### config.mk
export PLATFORM = sky130hd
export DESIGN_NAME = running_mean_variance
export DESIGN_NICKNAME = d
export VERILOG_FILES = /design/src/rtl/rmv_pkg.sv /design/src/rtl/running_mean_variance.sv /design/src/rtl/rmv_div.sv /design/src/rtl/rmv_mul.sv
export SDC_FILE = /design/constraint.sdc
export NUM_CORES = 2
export LEC_CHECK = 0
export BUFFER_PORTS_ARGS = -buffer_cell sky130_fd_sc_hd__buf_2
export CAP_MARGIN = 10
export CORE_MARGIN = 4
export CORE_UTILIZATION = 57
export DETAILED_ROUTE_END_ITERATION = 10
export PLACE_DENSITY_LB_ADDON = 0.08
export SETUP_SLACK_MARGIN = 0.5
export SLEW_MARGIN = 5
export SYNTH_ARGS = -nofsm -noshare
export SYNTH_HDL_FRONTEND = slang
export SYNTH_SLANG_ARGS = --single-unit
### constraint.sdc
create_clock -name clk -period 4.21 [get_ports clk]
set_input_delay 0.842 -clock clk [delete_from_list [all_inputs] [get_ports clk]]
set_output_delay 0.842 -clock clk [all_outputs]
set_load 0.005 [all_outputs]
### src/rtl/rmv_pkg.sv
`timescale 1ns / 1ps
// ----------------------------------------------------------------------------
// Running mean and variance: shared package
// Widths, limits and the command structs for the serial divider and
// multiplier.
// ----------------------------------------------------------------------------
package rmv_pkg;

	localparam int DATA_W     = 32;                 // sample and mean
	localparam int CNT_W      = 21;                 // sample count
	localparam int SUM_W      = 63;                 // saturated deviation sum
	localparam int DIV_W      = 64;                 // divider dividend/quotient
	localparam int MUL_W      = 32;                 // multiplier operand shifter
	localparam int PROD_W     = 64;                 // multiplier accumulator
	localparam int DIV_STEP_W = $clog2(DIV_W + 1);
	localparam int MUL_STEP_W = $clog2(MUL_W + 1);

	localparam logic [CNT_W-1:0] MAX_COUNT = CNT_W'(1048576);

	typedef struct packed {
		logic                  start;
		logic [DIV_STEP_W-1:0] steps;
	} div_cmd_t;

	typedef struct packed {
		logic                  start;
		logic                  sat_in;
		logic [MUL_STEP_W-1:0] steps;
	} mul_cmd_t;

endpackage

### src/rtl/running_mean_variance.sv
`timescale 1ns / 1ps
// ----------------------------------------------------------------------------
// Running mean and variance: top level
// One-pass mean and sample variance of a stream of Q15.16 samples, using a
// bit-serial divider and a bit-serial multiplier under a small sequencer.
// ----------------------------------------------------------------------------
//  channel   valid       stall       words
//  input     smp_valid   smp_stall   sample, last
//  result    res_valid   res_stall   mean, variance, sample_count, overflow
//
// The first sample of a run only sets the mean and the count. Each later
// sample runs a 32-step division for the mean step, then multiplications of
// 32, 21 and 21 steps for the squared, count-weighted term.
// A last word adds the 64-step variance division when the count is above one.
// Reset clears the run state and the result register.
// A waiting result does not block the input; only the next result does.
// ----------------------------------------------------------------------------
module running_mean_variance (
	input  logic                          clk,
	input  logic                          arst_n,
	input  logic                          smp_valid,
	output logic                          smp_stall,
	input  logic signed [31:0]            sample,
	input  logic                          last,
	output logic                          res_valid,
	input  logic                          res_stall,
	output logic signed [31:0]            mean,
	output logic [62:0]                   variance,
	output logic [20:0]                   sample_count,
	output logic                          overflow
);

	typedef enum logic [3:0] {
		S_IDLE,
		S_START,
		S_DIV,
		S_SQ,
		S_MK,
		S_MK1,
		S_FIN,
		S_VDIV,
		S_OUT
	} state_t;

	state_t state_q;

	logic signed [rmv_pkg::DATA_W-1:0] sample_q;
	logic                              last_q;
	logic signed [rmv_pkg::DATA_W-1:0] mean_q;
	logic [rmv_pkg::SUM_W-1:0]         sum_q;
	logic [rmv_pkg::CNT_W-1:0]         count_q;
	logic                              ovf_q;
	logic [rmv_pkg::CNT_W-1:0]         k_q;
	logic                              neg_q;
	logic [rmv_pkg::DATA_W-1:0]        a_q;
	logic [rmv_pkg::SUM_W-1:0]         var_q;

	logic signed [rmv_pkg::DATA_W-1:0] res_mean_q;
	logic [rmv_pkg::SUM_W-1:0]         res_var_q;
	logic [rmv_pkg::CNT_W-1:0]         res_count_q;
	logic                              res_ovf_q;
	logic                              res_valid_q;

	rmv_pkg::div_cmd_t            div_cmd;
	logic [rmv_pkg::DIV_W-1:0]    div_dividend;
	logic [rmv_pkg::CNT_W-1:0]    div_divisor;
	logic [rmv_pkg::DIV_W-1:0]    div_quot;
	logic                         div_done;

	rmv_pkg::mul_cmd_t            mul_cmd;
	logic [rmv_pkg::PROD_W-1:0]   mul_mcand;
	logic [rmv_pkg::MUL_W-1:0]    mul_mplier;
	logic [rmv_pkg::PROD_W-1:0]   mul_prod;
	logic                         mul_sat;
	logic                         mul_done;

	logic                         smp_take;
	logic                         res_free;
	logic                         run_step;
	logic [rmv_pkg::DATA_W:0]     diff;
	logic [rmv_pkg::DATA_W:0]     diff_mag;
	logic [rmv_pkg::DATA_W-1:0]   dx;
	logic [rmv_pkg::SUM_W:0]      sum_nxt;

	assign smp_stall = (state_q != S_IDLE);
	assign smp_take  = smp_valid && !smp_stall;
	assign res_free  = !res_valid_q || !res_stall;

	// A normal update needs a run in progress that is below the count limit.
	assign run_step = (count_q != '0) && (count_q < rmv_pkg::MAX_COUNT);

	assign diff     = {sample_q[rmv_pkg::DATA_W-1], sample_q}
		- {mean_q[rmv_pkg::DATA_W-1], mean_q};
	assign diff_mag = diff[rmv_pkg::DATA_W] ? -diff : diff;
	assign dx       = neg_q ? -a_q : a_q;
	assign sum_nxt  = {1'b0, sum_q} + mul_prod[rmv_pkg::SUM_W:0];

	always_comb begin
		div_cmd.start = ((state_q == S_START) && run_step)
			|| ((state_q == S_FIN) && (count_q > rmv_pkg::CNT_W'(1)));
		if (state_q == S_FIN) begin
			div_cmd.steps = rmv_pkg::DIV_STEP_W'(rmv_pkg::DIV_W);
			div_dividend  = {1'b0, sum_q};
			div_divisor   = count_q - 1'b1;
		end else begin
			div_cmd.steps = rmv_pkg::DIV_STEP_W'(rmv_pkg::DATA_W);
			div_dividend  = {diff_mag[rmv_pkg::DATA_W-1:0],
				{(rmv_pkg::DIV_W-rmv_pkg::DATA_W){1'b0}}};
			div_divisor   = count_q + 1'b1;
		end
	end

	always_comb begin
		mul_cmd.start = ((state_q == S_DIV) && div_done)
			|| ((state_q == S_SQ) && mul_done)
			|| ((state_q == S_MK) && mul_done);
		case (state_q)
			S_DIV: begin
				mul_cmd.steps  = rmv_pkg::MUL_STEP_W'(rmv_pkg::DATA_W);
				mul_cmd.sat_in = 1'b0;
				mul_mcand      = {{(rmv_pkg::PROD_W-rmv_pkg::DATA_W){1'b0}},
					div_quot[rmv_pkg::DATA_W-1:0]};
				mul_mplier     = div_quot[rmv_pkg::DATA_W-1:0];
			end
			S_SQ: begin
				mul_cmd.steps  = rmv_pkg::MUL_STEP_W'(rmv_pkg::CNT_W);
				mul_cmd.sat_in = mul_sat;
				mul_mcand      = mul_prod;
				mul_mplier     = {k_q, {(rmv_pkg::MUL_W-rmv_pkg::CNT_W){1'b0}}};
			end
			default: begin
				// k - 1 is the count before this sample is taken.
				mul_cmd.steps  = rmv_pkg::MUL_STEP_W'(rmv_pkg::CNT_W);
				mul_cmd.sat_in = mul_sat;
				mul_mcand      = mul_prod;
				mul_mplier     = {count_q, {(rmv_pkg::MUL_W-rmv_pkg::CNT_W){1'b0}}};
			end
		endcase
	end

	rmv_div u_div (
		.clk      (clk),
		.arst_n   (arst_n),
		.cmd      (div_cmd),
		.dividend (div_dividend),
		.divisor  (div_divisor),
		.quotient (div_quot),
		.done     (div_done)
	);

	rmv_mul u_mul (
		.clk     (clk),
		.arst_n  (arst_n),
		.cmd     (mul_cmd),
		.mcand   (mul_mcand),
		.mplier  (mul_mplier),
		.product (mul_prod),
		.sat     (mul_sat),
		.done    (mul_done)
	);

	always_ff @(posedge clk or negedge arst_n) begin
		if (!arst_n) begin
			state_q     <= S_IDLE;
			sample_q    <= '0;
			last_q      <= 1'b0;
			mean_q      <= '0;
			sum_q       <= '0;
			count_q     <= '0;
			ovf_q       <= 1'b0;
			k_q         <= '0;
			neg_q       <= 1'b0;
			a_q         <= '0;
			var_q       <= '0;
			res_mean_q  <= '0;
			res_var_q   <= '0;
			res_count_q <= '0;
			res_ovf_q   <= 1'b0;
			res_valid_q <= 1'b0;
		end else begin
			// In S_OUT a freed result register is refilled below instead.
			if (res_valid_q && !res_stall && (state_q != S_OUT)) begin
				res_valid_q <= 1'b0;
			end
			case (state_q)
				S_IDLE: begin
					if (smp_take) begin
						sample_q <= sample;
						last_q   <= last;
						state_q  <= S_START;
					end
				end
				S_START: begin
					if (count_q == '0) begin
						mean_q  <= sample_q;
						sum_q   <= '0;
						count_q <= rmv_pkg::CNT_W'(1);
						state_q <= last_q ? S_FIN : S_IDLE;
					end else if (!run_step) begin
						// Past the count limit the word only marks the run.
						ovf_q   <= 1'b1;
						state_q <= last_q ? S_FIN : S_IDLE;
					end else begin
						k_q     <= count_q + 1'b1;
						neg_q   <= diff[rmv_pkg::DATA_W];
						state_q <= S_DIV;
					end
				end
				S_DIV: begin
					if (div_done) begin
						a_q     <= div_quot[rmv_pkg::DATA_W-1:0];
						state_q <= S_SQ;
					end
				end
				S_SQ: begin
					if (mul_done) begin
						state_q <= S_MK;
					end
				end
				S_MK: begin
					if (mul_done) begin
						state_q <= S_MK1;
					end
				end
				S_MK1: begin
					if (mul_done) begin
						if (mul_sat || sum_nxt[rmv_pkg::SUM_W]) begin
							sum_q <= '1;
							ovf_q <= 1'b1;
						end else begin
							sum_q <= sum_nxt[rmv_pkg::SUM_W-1:0];
						end
						mean_q  <= mean_q + dx;
						count_q <= k_q;
						state_q <= last_q ? S_FIN : S_IDLE;
					end
				end
				S_FIN: begin
					if (count_q > rmv_pkg::CNT_W'(1)) begin
						state_q <= S_VDIV;
					end else begin
						var_q   <= '0;
						state_q <= S_OUT;
					end
				end
				S_VDIV: begin
					if (div_done) begin
						var_q   <= div_quot[rmv_pkg::SUM_W-1:0];
						state_q <= S_OUT;
					end
				end
				S_OUT: begin
					if (res_free) begin
						res_mean_q  <= mean_q;
						res_var_q   <= var_q;
						res_count_q <= count_q;
						res_ovf_q   <= ovf_q;
						res_valid_q <= 1'b1;
						mean_q      <= '0;
						sum_q       <= '0;
						count_q     <= '0;
						ovf_q       <= 1'b0;
						state_q     <= S_IDLE;
					end
				end
				default: begin
					state_q <= S_IDLE;
				end
			endcase
		end
	end

	assign res_valid    = res_valid_q;
	assign mean         = res_mean_q;
	assign variance     = res_var_q;
	assign sample_count = res_count_q;
	assign overflow     = res_ovf_q;

endmodule

### src/rtl/rmv_div.sv
`timescale 1ns / 1ps
// ----------------------------------------------------------------------------
// Running mean and variance: serial divider
// Restoring unsigned division, one quotient bit per cycle. The dividend is
// left aligned; after N steps the low N bits of the quotient register hold
// the quotient.
// ----------------------------------------------------------------------------
module rmv_div (
	input  logic                         clk,
	input  logic                         arst_n,
	input  rmv_pkg::div_cmd_t            cmd,
	input  logic [rmv_pkg::DIV_W-1:0]    dividend,
	input  logic [rmv_pkg::CNT_W-1:0]    divisor,
	output logic [rmv_pkg::DIV_W-1:0]    quotient,
	output logic                         done
);

	logic [rmv_pkg::CNT_W-1:0]      rem_q;
	logic [rmv_pkg::CNT_W-1:0]      dvs_q;
	logic [rmv_pkg::DIV_W-1:0]      quo_q;
	logic [rmv_pkg::DIV_STEP_W-1:0] cnt_q;
	logic                           busy_q;
	logic                           done_q;

	logic [rmv_pkg::CNT_W:0] trial;
	logic [rmv_pkg::CNT_W:0] trial_sub;
	logic                    ge;

	assign trial     = {rem_q, quo_q[rmv_pkg::DIV_W-1]};
	assign ge        = trial >= {1'b0, dvs_q};
	assign trial_sub = trial - {1'b0, dvs_q};

	always_ff @(posedge clk or negedge arst_n) begin
		if (!arst_n) begin
			rem_q  <= '0;
			dvs_q  <= '0;
			quo_q  <= '0;
			cnt_q  <= '0;
			busy_q <= 1'b0;
			done_q <= 1'b0;
		end else begin
			done_q <= 1'b0;
			if (cmd.start) begin
				rem_q  <= '0;
				dvs_q  <= divisor;
				quo_q  <= dividend;
				cnt_q  <= cmd.steps;
				busy_q <= 1'b1;
			end else if (busy_q) begin
				// The remainder stays below the divisor, so it fits CNT_W bits.
				rem_q <= ge ? trial_sub[rmv_pkg::CNT_W-1:0] : trial[rmv_pkg::CNT_W-1:0];
				quo_q <= {quo_q[rmv_pkg::DIV_W-2:0], ge};
				cnt_q <= cnt_q - 1'b1;
				if (cnt_q == rmv_pkg::DIV_STEP_W'(1)) begin
					busy_q <= 1'b0;
					done_q <= 1'b1;
				end
			end
		end
	end

	assign quotient = quo_q;
	assign done     = done_q;

endmodule

### src/rtl/rmv_mul.sv
`timescale 1ns / 1ps
// ----------------------------------------------------------------------------
// Running mean and variance: serial multiplier
// Shift-and-add multiply, one multiplier bit per cycle, most significant bit
// first. A sticky flag marks any product that reaches 2^63.
// ----------------------------------------------------------------------------
module rmv_mul (
	input  logic                          clk,
	input  logic                          arst_n,
	input  rmv_pkg::mul_cmd_t             cmd,
	input  logic [rmv_pkg::PROD_W-1:0]    mcand,
	input  logic [rmv_pkg::MUL_W-1:0]     mplier,
	output logic [rmv_pkg::PROD_W-1:0]    product,
	output logic                          sat,
	output logic                          done
);

	logic [rmv_pkg::PROD_W-1:0]     mcand_q;
	logic [rmv_pkg::PROD_W-1:0]     acc_q;
	logic [rmv_pkg::MUL_W-1:0]      bits_q;
	logic [rmv_pkg::MUL_STEP_W-1:0] cnt_q;
	logic                           sat_q;
	logic                           busy_q;
	logic                           done_q;

	logic [rmv_pkg::PROD_W+1:0] acc_nxt;

	// Partial products only grow, so once the sum reaches 2^63 it stays there.
	assign acc_nxt = {1'b0, acc_q, 1'b0}
		+ (bits_q[rmv_pkg::MUL_W-1] ? {2'b00, mcand_q} : '0);

	always_ff @(posedge clk or negedge arst_n) begin
		if (!arst_n) begin
			mcand_q <= '0;
			acc_q   <= '0;
			bits_q  <= '0;
			cnt_q   <= '0;
			sat_q   <= 1'b0;
			busy_q  <= 1'b0;
			done_q  <= 1'b0;
		end else begin
			done_q <= 1'b0;
			if (cmd.start) begin
				mcand_q <= mcand;
				acc_q   <= '0;
				bits_q  <= mplier;
				cnt_q   <= cmd.steps;
				sat_q   <= cmd.sat_in;
				busy_q  <= 1'b1;
			end else if (busy_q) begin
				if (!sat_q) begin
					acc_q <= acc_nxt[rmv_pkg::PROD_W-1:0];
					if (|acc_nxt[rmv_pkg::PROD_W+1:rmv_pkg::PROD_W-1]) begin
						sat_q <= 1'b1;
					end
				end
				bits_q <= {bits_q[rmv_pkg::MUL_W-2:0], 1'b0};
				cnt_q  <= cnt_q - 1'b1;
				if (cnt_q == rmv_pkg::MUL_STEP_W'(1)) begin
					busy_q <= 1'b0;
					done_q <= 1'b1;
				end
			end
		end
	end

	assign product = acc_q;
	assign sat     = sat_q;
	assign done    = done_q;

endmodule
==> impl_metrics.env <==
export IMPL_design_core_area_um2=71980
export IMPL_cap_violations=0
export IMPL_drive_gt1_share_pct=22.75
export IMPL_worstMarginPinSlew_ns=1.403
export IMPL_yosysTopAreaCellShare_pct=40.39
export IMPL_cp_data_arrival_time_ns=4.89
export IMPL_tritoncts="built"
export IMPL_synth_distinct_cells=91
export IMPL_rsz0062_at_grt="yes"
export IMPL_dr_wl_met3_um=9627
export IMPL_cts_sinks=673
export IMPL_status="finished, violations left"
export IMPL_grt_overflow=0
export IMPL_ant_nets=0
export IMPL_num_vias=37290
export IMPL_wl_met1_um=57200
export IMPL_whs_ns=0.1534
export IMPL_nFillCells=5552
export IMPL_wl_met2_um=60770
export IMPL_ys_warn_count=0
export IMPL_crit_path_start="a_q[1]"
export IMPL_r2r_cells=20
export IMPL_wl_per_cell_um=22.08
export IMPL_die_area_um2=77550
export IMPL_place_congestion=0.9886
export IMPL_power_clock_fraction_pct=18.7
export IMPL_cts_buffer_depth=3
export IMPL_ios=156
export IMPL_slew_violations=0
export IMPL_setup_viol=6
export IMPL_ys_flop_type="dfrtp_1"
export IMPL_die_width_um=278.5
export IMPL_synth_commonest_cells="807 x nand2_1, 673 x dfrtp_1, 472 x o21ai_0"
export IMPL_seq_power_share_pct=24.6
export IMPL_clkLatencyLatePin_ns=0.65
export IMPL_synth_most_common_cell="nand2_1"
export IMPL_maxUsedRoutingLayer="met5"
export IMPL_violations="setup timing"
export IMPL_fmax_mhz=227.8
export IMPL_numCtsBuffers=76
export IMPL_num_nets_final=5291
export IMPL_fin_worst_skew_ns=0.03065
export IMPL_rows=98
export IMPL_yosys_area_top_type="dfrtp_1"
export IMPL_finalCritPeriodShare_pct=104.3
export IMPL_synth_seq_cells=673
export IMPL_fin_crit_ns=4.390
export IMPL_cp_start_kind="flip-flop"
export IMPL_finalWirelength_um=133300
export IMPL_critPathMaxFanout=3
export IMPL_endpoint_kind="flip-flop"
export IMPL_r2r_start="a_q[1]"
export IMPL_synth_edf_count=0
export IMPL_viasPerCell=6.177
export IMPL_required_ns=4.71
export IMPL_syn_area_um2=41700
export IMPL_dpl_hpwl_um=93200
export IMPL_syn_nets=4993
export IMPL_p_sw_share_pct=43.73
export IMPL_multi_input_area_um2=25930
export IMPL_firstDrtPassIters=6
export IMPL_grtUsageTotal_pct=33.00
export IMPL_grt_pass1_vias=35680
export IMPL_p_int_uw=20850
export IMPL_fin_area_um2=51080
export IMPL_die_y_um=278.5
export IMPL_io_buffers=155
export IMPL_syn_area_per_cell_um2=8.812
export IMPL_hold_path_class="in -> async"
export IMPL_synth_area_top_cells="dfrtp_1 40%, nand2_1 7.3%, ha_1 6.6%"
export IMPL_h_tree_depth=3
export IMPL_vdd_drop_max_v=0.0007139
export IMPL_leakagePower_uw=0.02439
export IMPL_first_iter_violations=3652
export IMPL_hold_violations=0
export IMPL_grt_pass1_wl_um=204600
export IMPL_ys_seq_area_share_pct=40.39
export IMPL_relSlewSlack_pct=6.274
export IMPL_start_util_pct=57.93
export IMPL_finalWorstSetupSlack_ns=-0.1801
export IMPL_drc_errors=0
export IMPL_area_growth_pct=22.50
export IMPL_postPlaceCellArea_um2=44820
export IMPL_p_sw_uw=16200
export IMPL_regArea_um2=16850
export IMPL_clock_root_buffer="clkbuf_16"
export IMPL_synthCells=4732
export IMPL_synthArstFlopShare_pct=100.0
export IMPL_clkTransAtPathRegs_ns=0.06
export IMPL_grt_max_degree=96
export IMPL_antenna_found_initial=3
export IMPL_power_share_combinational_pct=56.7
export IMPL_p_per_area_nw_per_um2=725.3
export IMPL_critical_path_class="reg -> reg"
[what timing repair did]
action | in CTS | in global routing
hold buffers | 0 | 0
buffers inserted | 58 | 44
gates cloned | 4 | 4
gates resized for setup | 277 | 345
pin swaps | 188 | 242
setup endpoints to repair | 137 | 191
[power groups by stage]
stage                     clock (uW)  sequential [uW]  combinational [uW]
after floorplan                    0             8510               11500
after global placement             0             9130               16600
after detailed placement           0             9150               16800
after CTS                       7020             9070               18800
after global routing            7280             9240               22500
final                           6930             9130               21000
[metrics by stage]
stage               setup slack, ns  std cells  utilization (%)  power [uW]   TNS, ns
floorplan                  -0.04475       4732                -       20030  -0.04475
global placement            -0.3277       5792            62.27       25780    -1.755
finish                      -0.1801       6037            70.97       37050   -0.7196
detailed placement          -0.3662       5792            62.27       25980    -2.196
global route                -0.3963       6036            70.97       39070    -2.905
CTS                         -0.1374       5988            68.44       34910   -0.6332
[path summary, 6_finish.rpt]
| path | end | slack [ns] |
|---|---|---|
| worst max-delay path | mean_q[28] | -0.18 |
| worst min-delay path | sample_q[18] | 0.15 |
| worst max register to register | mean_q[28] | -0.18 |
| worst min register to register | mean[20] | 0.47 |
| max in group asynchronous | variance[44] | 3.02 |
| min in group clk | sample_q[12] | 0.44 |
[area by class of cell]
type | count | area share [%]
multi-input cells | 3631 | 50.77
flip-flops and latches | 673 | 33.00
repair buffers | 490 | 7.706
clock buffers | 102 | 4.171
well taps | 950 | 2.327
inverters | 158 | 1.166
clock inverters | 32 | 0.8597
diodes | 1 | 0.004899
[metal layers]
metal / global-route usage [%] / up-vias
met5: 0 / -
met4: 13.05 / 6
met3: 5.704 / 319
met2: 52.21 / 1383
met1: 45.54 / 18190
li1: - / 17400
[flip-flops by register name, indices dropped and copies added, names as in the netlist, 63 cells and up]
signal	count
u_mul.product	64
var_q	63
sum_q	63
u_div.quotient	64
u_mul.mcand_q	64
variance	63
[placed cells by master (no fill, tap or decap), drive strengths merged, types with 35 or more instances in the layout]
| master | instances |
|---|---|
| nor2 | 235 |
| and2 | 89 |
| xnor2 | 183 |
| nor2b | 35 |
| nor3 | 60 |
| xor2 | 94 |
| buf | 487 |
| a22o | 46 |
| ha | 219 |
| a21oi | 293 |
| o21ai | 487 |
| mux2i | 122 |
| mux2 | 118 |
| nand3 | 117 |
| nand2 | 807 |
| clkbuf | 105 |
| a21o | 123 |
| a31oi | 46 |
| inv | 159 |
| o21bai | 42 |
| o211ai | 46 |
| dfrtp | 673 |
| a221oi | 38 |
[kinds of logic (layout without fill, tap and decap cells)]
logic type | count (synthesis) | count (layout) | synth area share (%)
adder cells (fa/ha/maj) | 224 | 224 | 6.812
XOR/XNOR | 277 | 277 | 5.836
buffers and inverters | 428 | 782 | 3.892
multiplexers | 240 | 240 | 6.115
AO/OA/AOI/OAI | 1339 | 1339 | 20.10
flip-flops | 673 | 673 | 40.39
other | 0 | 1 | 0
AND/OR/NAND/NOR | 1551 | 1551 | 16.86
[worst max-delay path: stages, from the launching register on]
cell	delay, ns
dfrtp_1	0.39
inv_2	0.08
ha_4	0.14
nand2_4	0.04
or3_4	0.33
or2_4	0.27
o41ai_4	0.29
xnor2_1	0.16
ha_1	0.28
and3_4	0.16
a221o_1	0.30
a21o_1	0.19
buf_6	0.12
or3_4	0.32
o221a_4	0.23
o211a_1	0.23
nor2_1	0.10
a221o_1	0.20
o21bai_1	0.11
xnor2_1	0.16
o221ai_1	0.14
(Power assumes the default switching activity.)
